--- src/pbta_ram.sv ---
// Generic single-clock RAM: one write port, one read port, registered read.
// No dependencies.
module pbta_ram #(
   parameter int WIDTH = 8,
   parameter int DEPTH = 16
) (
   input  logic                     clock,
   input  logic                     wr_en,
   input  logic [$clog2(DEPTH)-1:0] wr_addr,
   input  logic [WIDTH-1:0]         wr_data,
   input  logic [$clog2(DEPTH)-1:0] rd_addr,
   output logic [WIDTH-1:0]         rd_data
);

   logic [WIDTH-1:0] mem_ff [DEPTH];
   logic [WIDTH-1:0] rd_data_ff;

   always_ff @(posedge clock) begin
      if (wr_en) begin
         mem_ff[wr_addr] <= wr_data;
      end
      rd_data_ff <= mem_ff[rd_addr];
   end

   assign rd_data = rd_data_ff;

endmodule

--- config.mk ---
export PLATFORM = sky130hd
export DESIGN_NAME = pbta_ram
export DESIGN_NICKNAME = d
export VERILOG_FILES = /design/src/pbta_ram.sv
export SDC_FILE = /design/constraint.sdc
export NUM_CORES = 1
export LEC_CHECK = 0
export BUFFER_PORTS_ARGS = -buffer_cell sky130_fd_sc_hd__buf_2
export CORE_MARGIN = 5
export CORE_UTILIZATION = 35
export DETAILED_ROUTE_END_ITERATION = 10
export PLACE_DENSITY_LB_ADDON = 0.05
export SLEW_MARGIN = 10
export SYNTH_ARGS = -nofsm -noshare
export SYNTH_HDL_FRONTEND = slang
export SYNTH_SLANG_ARGS = --single-unit
--- constraint.sdc ---
create_clock -name clock -period 1.8 [get_ports clock]
set_input_delay 0.18 -clock clock [delete_from_list [all_inputs] [get_ports clock]]
set_output_delay 0.18 -clock clock [all_outputs]
set_load 0.05 [all_outputs]
======== Word level (Yosys, flattened, before mapping) ========
Memory sizes are Yosys's and may differ from the RTL's. A register that Yosys moved wholly into a read port is not among the register bits.
Cells that the tools add are included.
storage, ports and cells
  memory bits (writable) .................. 128
  bits of input ports ..................... 18
  word-level logic and storage cells ...... 3
  memories kept ........................... 1
  flip-flop bits (word level) ............. 0
memories
  memory  depth  width  read ports  clocked after memory_dff  write ports  line  source
  mem_ff  16     8      1           1                         1            15    logic [WIDTH-1:0] mem_ff [DEPTH];
cells by class
  multiplexer cells ....................... 2
operators by type and width
  cell     number
  $mux W1  2

======== Longest topological paths before layout ========
Gate-level depths: netlist of run 1.
  depth in word-level cells ............... 2
  mapped depth ............................ 5
  mapped depth without buffers ............ 3

======== Worst setup path before layout of run 1 ========
No wires, ideal clock.
  path type ............................... input to register
  start ................................... in wr_addr[2]
  end ..................................... mem mem_ff[0][0], enable pin
  cell stages on the path ................. 2
  data arrival time ....................... 1.290 ns
  setup slack ............................. 0.127 ns
  cells stage by stage .................... or3b_2 > nor3_1
RTL lines
  what         line  source
  from (decl)  9     input logic [$clog2(DEPTH)-1:0] wr_addr,
  to (decl)    15
Straight into the memory's write port.

==> results of run 1 <==
## metrics by stage
step                total power, mW  instances  instance area, µm²  util (%)  setup slack [ns]
CTS                            7.95        485                6300      43.5             0.362
global placement               4.06        453                5630      38.9            0.0938
finish                         7.86        485                6300      43.5             0.348
detailed placement             4.06        453                5630      38.9             0.104
global route                   8.13        485                6300      43.5             0.288
floorplan                      3.88        229                5150         -             0.127
## cell type report
cell class | instances | area share (%)
timing repair buffer | 50 | 5.36
multi-input combinational | 83 | 16.8
sequential | 136 | 63.6
tap | 184 | 3.66
clock inverter | 13 | 3.58
clock buffer | 19 | 7.03
## layer usage
layer / track usage [%] / share of wire (%) / vias up
li1: - / - / 1092
met1: 19.2 / 48 / 1236
met2: 19.6 / 46 / 55
met3: 3.67 / 3.8 / 13
met4: 5.49 / 1.6 / 0
met5: 0 / 0 / -
## worst register-to-register path: stages, from the launching register on
cell	delay, ns
edfxtp_1	0.37
mux4_1	0.51
a22oi_1	0.35
nand2_1	0.11
## power by group
part           internal, mW  leakage (nW)  total (mW)  switching [mW]
Combinational         0.149         0.611       0.415           0.266
Sequential             3.54          1.22        3.57          0.0242
Clock                  2.63         0.327        3.88            1.25
## state kept, by name, indices dropped and copies added, names as in the netlist
| name | flops |
|---|---|
| rd_data | 8 |
| mem_ff | 128 |
## worst max path at each step
| stage | to | slack (ns) | from | cells after the start |
|---|---|---|---|---|
| 4_1_cts | rd_data[1] | 0.36 | mem_ff[2][1] | 3 |
| 2_1_floorplan | mem_ff[0][0] | 0.13 | wr_addr[2] | 2 |
| 5_1_grt | rd_data[1] | 0.29 | mem_ff[2][1] | 3 |
| 3_5_place_dp | rd_data[1] | 0.10 | rd_addr[0] | 5 |
| 3_3_place_gp | rd_data[1] | 0.09 | rd_addr[0] | 5 |
| 6_report | rd_data[1] | 0.35 | mem_ff[2][1] | 3 |
## placed cells by master (no fill, tap or decap), types with 8 or more instances in the layout
master and instances:
clkbuf_16 17, buf_4 23, a22oi_1 16, mux4_1 14
dfxtp_1 8, buf_2 25, mux4_2 18, edfxtp_1 128
nand2_1 9, nor2_1 13
## cell families after synthesis
kind of cell / after synthesis / synth area share (%)
multiplexers: 32 / 15.0
flip-flops: 136 / 77.8
AO/OA/AOI/OAI: 16 / 2.33
buffers and inverters: 10 / 1.68
AND/OR/NAND/NOR: 35 / 3.18
==> results.yml, run 1 <==
power:
  cellPowerDensity_mw_per_mm2: 1250
  vdd_drop_max_mv: 0.594
  p_leak_nw: 2.16
cts:
  cts.sinks: 136
  clk_pin_slew_ns: 0.06
  cts_tree: "built"
  numCtsBuffers: 17
  root_buffer: "clkbuf_16"
  h-tree-depth: 4
  post-cts-setup-buffers: 0
  clock_latency_ns: 0.41
  clk_path_buf_depth: 2
  cts.hold.buffers_added: 0
  ctsResizeCount: 0
worst_setup_path:
  worstPathMaxFanout: 1
  cp_cell_sequence: "mux4_1 > a22oi_1 > nand2_1"
  critPathSlowestCell: "mux4_1"
  r2r-start: "mem_ff[2][1]"
  critPathLaunchType: "register"
  critical_path_buf_inv_count: 0
  rr_endpoint: "rd_data[1]"
  r2r_cells: 3
  cp.arrival_ns: 1.74
  max_stage_delay_ns: 0.51
  endpoint_kind: "register"
  path_class: "reg2reg"
  crit_required_ns: 2.09
  crit_family: "multiplexers"
  r2r_slack_ns: 0.35
floorplan:
  pin_count: 26
  initial_core_util_pct: 35.6
  die_h_um: 131
  num_rows: 44
  core_area_mm2: 0.0145
  chipWidth_um: 131
  dieArea_mm2: 0.0172
place:
  io_buffers: 25
  dp_hpwl_mm: 7.30
  place_congestion: 0.687
synthesis:
  synth_ff_type: "edfxtp_1"
  synthDistinctLibCells: 19
  synth_nets: 247
  syn_area_per_cell_um2: 22.5
  synth_top_area_share_pct: 74.7
  synth_edf_count: 128
  async_flop_share_pct: 0
  synthesis.area_mm2: 0.00515
  ys_warn_count: 0
  synthTopCellsByArea: "edfxtp_1 75%, mux4_2 7.9%, mux4_1 7.1%"
  synthMostInstantiatedCell: "edfxtp_1"
  syn_inst: 229
  yosys-top-cells-count: "128 x edfxtp_1, 18 x mux4_2, 16 x a22oi_1"
  synth-seq-cells: 136
  yosysSeqAreaShare_pct: 77.8
  synth_top_cell_by_area: "edfxtp_1"
layout:
  areaGrowthSynthToFinish_pct: 22.3
  fillers: 1256
  ff_latch_area_mm2: 0.00400
  antenna_cells: 0
  drive_above_1_share_pct: 33.2
  multi_input_area_mm2: 0.00106
  fin_nets: 306
sta:
  hold_viol_final: 0
  rsz0062_at_grt: "false"
  worstMarginPinSlew_ns: 0.421
  clock-skew-final_ns: 0.00786
  holdWs_ns: 0.161
  period_share_pct: 80.6
  fin_crit_ns: 1.45
  setup_viol: 0
  slew_headroom_pct: 71.9
  clock.fmax_ghz: 0.689
  final.setup.tns_ns: 0
  maxSlewViolCount: 0
flow_run:
  drv_cap: 0
grt:
  grt-ovfl-total: 0
  grt.total_usage_pct: 13.4
  grt_pass1_wl_mm: 16.8
  antenna_found_initial: 0
  grt_pass1_vias: 2582
  grt_max_degree: 33
hold_path:
  hold_start: "wr_data[0]"
  hold_path_class: "in2reg"
  min_path_cells: 1
  hold_end: "mem_ff[7][0]"
drt:
  wirelength_mm: 11.0
  via_per_inst: 4.94
  wl_per_cell_um: 22.6
  drt-initial-drc-count: 140
  ant_nets: 0
  dr.pass1.iters: 4
  vias: 2396
  drcViolationCount: 0
status:
  status: "completed"
Power figures use the tool's default switching activity.
==> run 2: changes to the inputs <==
clock period = 1.3 ns   (was 1.8 ns; I/O delays follow)
==> run 2 against run 1 <==
Compared with the run above: clock skew shrank 0.0033 ns; setup slack lost 0.30 ns; critical endpoint is now rd_data[0]; flip-flop and latch count is the same; critical path type unchanged; clock power grew 38%; routed wire length grew 0.62%; combinational power grew 48%; register-to-register slack lost 0.30 ns; hold slack lost 0.055 ns; highest routed layer is now met5; sequential power grew 38%.
==> results.yml, run 2 (synthesized netlist as in run 1, its figures left out) <==
status:
  status: "completed"
power:
  finalPower_mw: 10.9
  p_leak_nw: 2.15
  cellPowerDensity_mw_per_mm2: 1710
  vdd_drop_max_mv: 0.877
floorplan:
  core_area_mm2: 0.0145
  num_rows: 44
  dieArea_mm2: 0.0172
  pin_count: 26
  chipWidth_um: 131
  initial_core_util_pct: 35.6
  die_h_um: 131
grt:
  grt_pass1_wl_mm: 16.7
  grt_max_degree: 20
  grt-ovfl-total: 0
  grt_pass1_vias: 2702
  grt.total_usage_pct: 13.3
  antenna_found_initial: 1
sta:
  slew_headroom_pct: 30.9
  clock.fmax_ghz: 0.800
  hold_viol_final: 0
  clock-skew-final_ns: 0.00459
  maxSlewViolCount: 0
  finalWorstSetupSlack_ns: 0.0508
  fin_crit_ns: 1.25
  setup_viol: 0
  final.setup.tns_ns: 0
  worstMarginPinSlew_ns: 1.03
  period_share_pct: 96.1
  rsz0062_at_grt: "true"
layout:
  fin_nets: 309
  largest_reg_flops: 128
  regMostFlops: "mem_ff"
  areaGrowthSynthToFinish_pct: 23.7
  final_cell_count_no_fill: 488
  drive_above_1_share_pct: 41.1
  final_cell_mix: "128 x edfxtp_1, 26 x mux4_2, 25 x buf_2, 25 x buf_4, 17 x clkbuf_16"
  antenna_cells: 0
  fillers: 1270
  final_common_cell: "edfxtp_1"
place:
  dp_cells: 456
  io_buffers: 25
  dp_hpwl_mm: 7.26
  dp_slack_ns: -0.266
  place_congestion: 0.677
cts:
  root_buffer: "clkbuf_16"
  cts.hold.buffers_added: 0
  clock_latency_ns: 0.41
  numCtsBuffers: 17
  clk_pin_slew_ns: 0.06
  clk_path_buf_depth: 2
  cts_tree: "built"
  cts.sinks: 136
  post-cts-setup-buffers: 0
  h-tree-depth: 4
worst_setup_path:
  cp.arrival_ns: 1.55
  critPathLaunchType: "register"
  crit_family: "multiplexers"
  path_class: "reg2reg"
  endpoint_kind: "register"
  cp_cell_sequence: "mux4_1 > a22oi_2 > nand2_1"
  crit_required_ns: 1.60
  critical_path_buf_inv_count: 0
  max_stage_delay_ns: 0.52
  r2r_slack_ns: 0.05
  worstPathMaxFanout: 1
  critPathSlowestCell: "mux4_1"
drt:
  dr.pass1.iters: 4
  wirelength_mm: 11.0
  wl_per_cell_um: 22.6
  vias: 2447
  drcViolationCount: 0
  via_per_inst: 5.01
  ant_nets: 0
  drt-initial-drc-count: 268
flow_run:
  drv_cap: 0
hold_path:
  hold_path_class: "in2reg"
[run 2: cell count changes in the layout (fill, tap and decap cells not counted), moves of 3 or more]
cell | before | now
nor3_2 | 0 | 3
mux4_1 | 14 | 6
a22oi_1 | 16 | 4
a22oi_2 | 0 | 12
nor3_1 | 4 | 1
mux4_2 | 18 | 26
[run 2: power by group]
group	switching [mW]	internal, mW
Sequential	0.0284	4.90
Clock	1.77	3.58
Combinational	0.381	0.234
Total	2.18	8.71
[run 2: final timing paths]
kind                              startpoint           end  cells after the start
worst min-delay path              wr_data[2]  mem_ff[6][2]                      1
worst max register to register  mem_ff[1][0]    rd_data[0]                      3
worst min register to register  mem_ff[4][1]    rd_data[1]                      3
worst max-delay path            mem_ff[1][0]    rd_data[0]                      3
[run 2: metrics by stage]
step / util [%] / hold WS [ns] / cell area, µm²
finish: 44.0 / 0.107 / 6370
global route: 44.0 / 0.0955 / 6370
global placement: 39.2 / 0.531 / 5680
CTS: 44.0 / 0.0866 / 6370
floorplan: - / 0.229 / 5160
detailed placement: 39.2 / 0.537 / 5680
[run 2: per-layer routing]
metal  track usage [%]  share of wire [%]
met3              4.24                4.6
met2              20.1                 47
met4              6.00                2.1
met5                 0               0.12
met1              17.6                 46
[run 2: layout make-up]
class	instances	area [µm²]	share of cell area (%)
flip-flops and latches	136	4000	62.9
repair buffers	53	373	5.86
clock buffers	18	429	6.74
well taps	184	230	3.62
multi-input cells	83	1100	17.3
clock inverters	14	229	3.60
[run 2: what timing repair did]
| action | in CTS | in global routing |
|---|---|---|
| endpoints found under the setup margin | 6 | 8 |
| cloned | 0 | 0 |
| resized for setup | 8 | 12 |
| pin swaps | 2 | 6 |
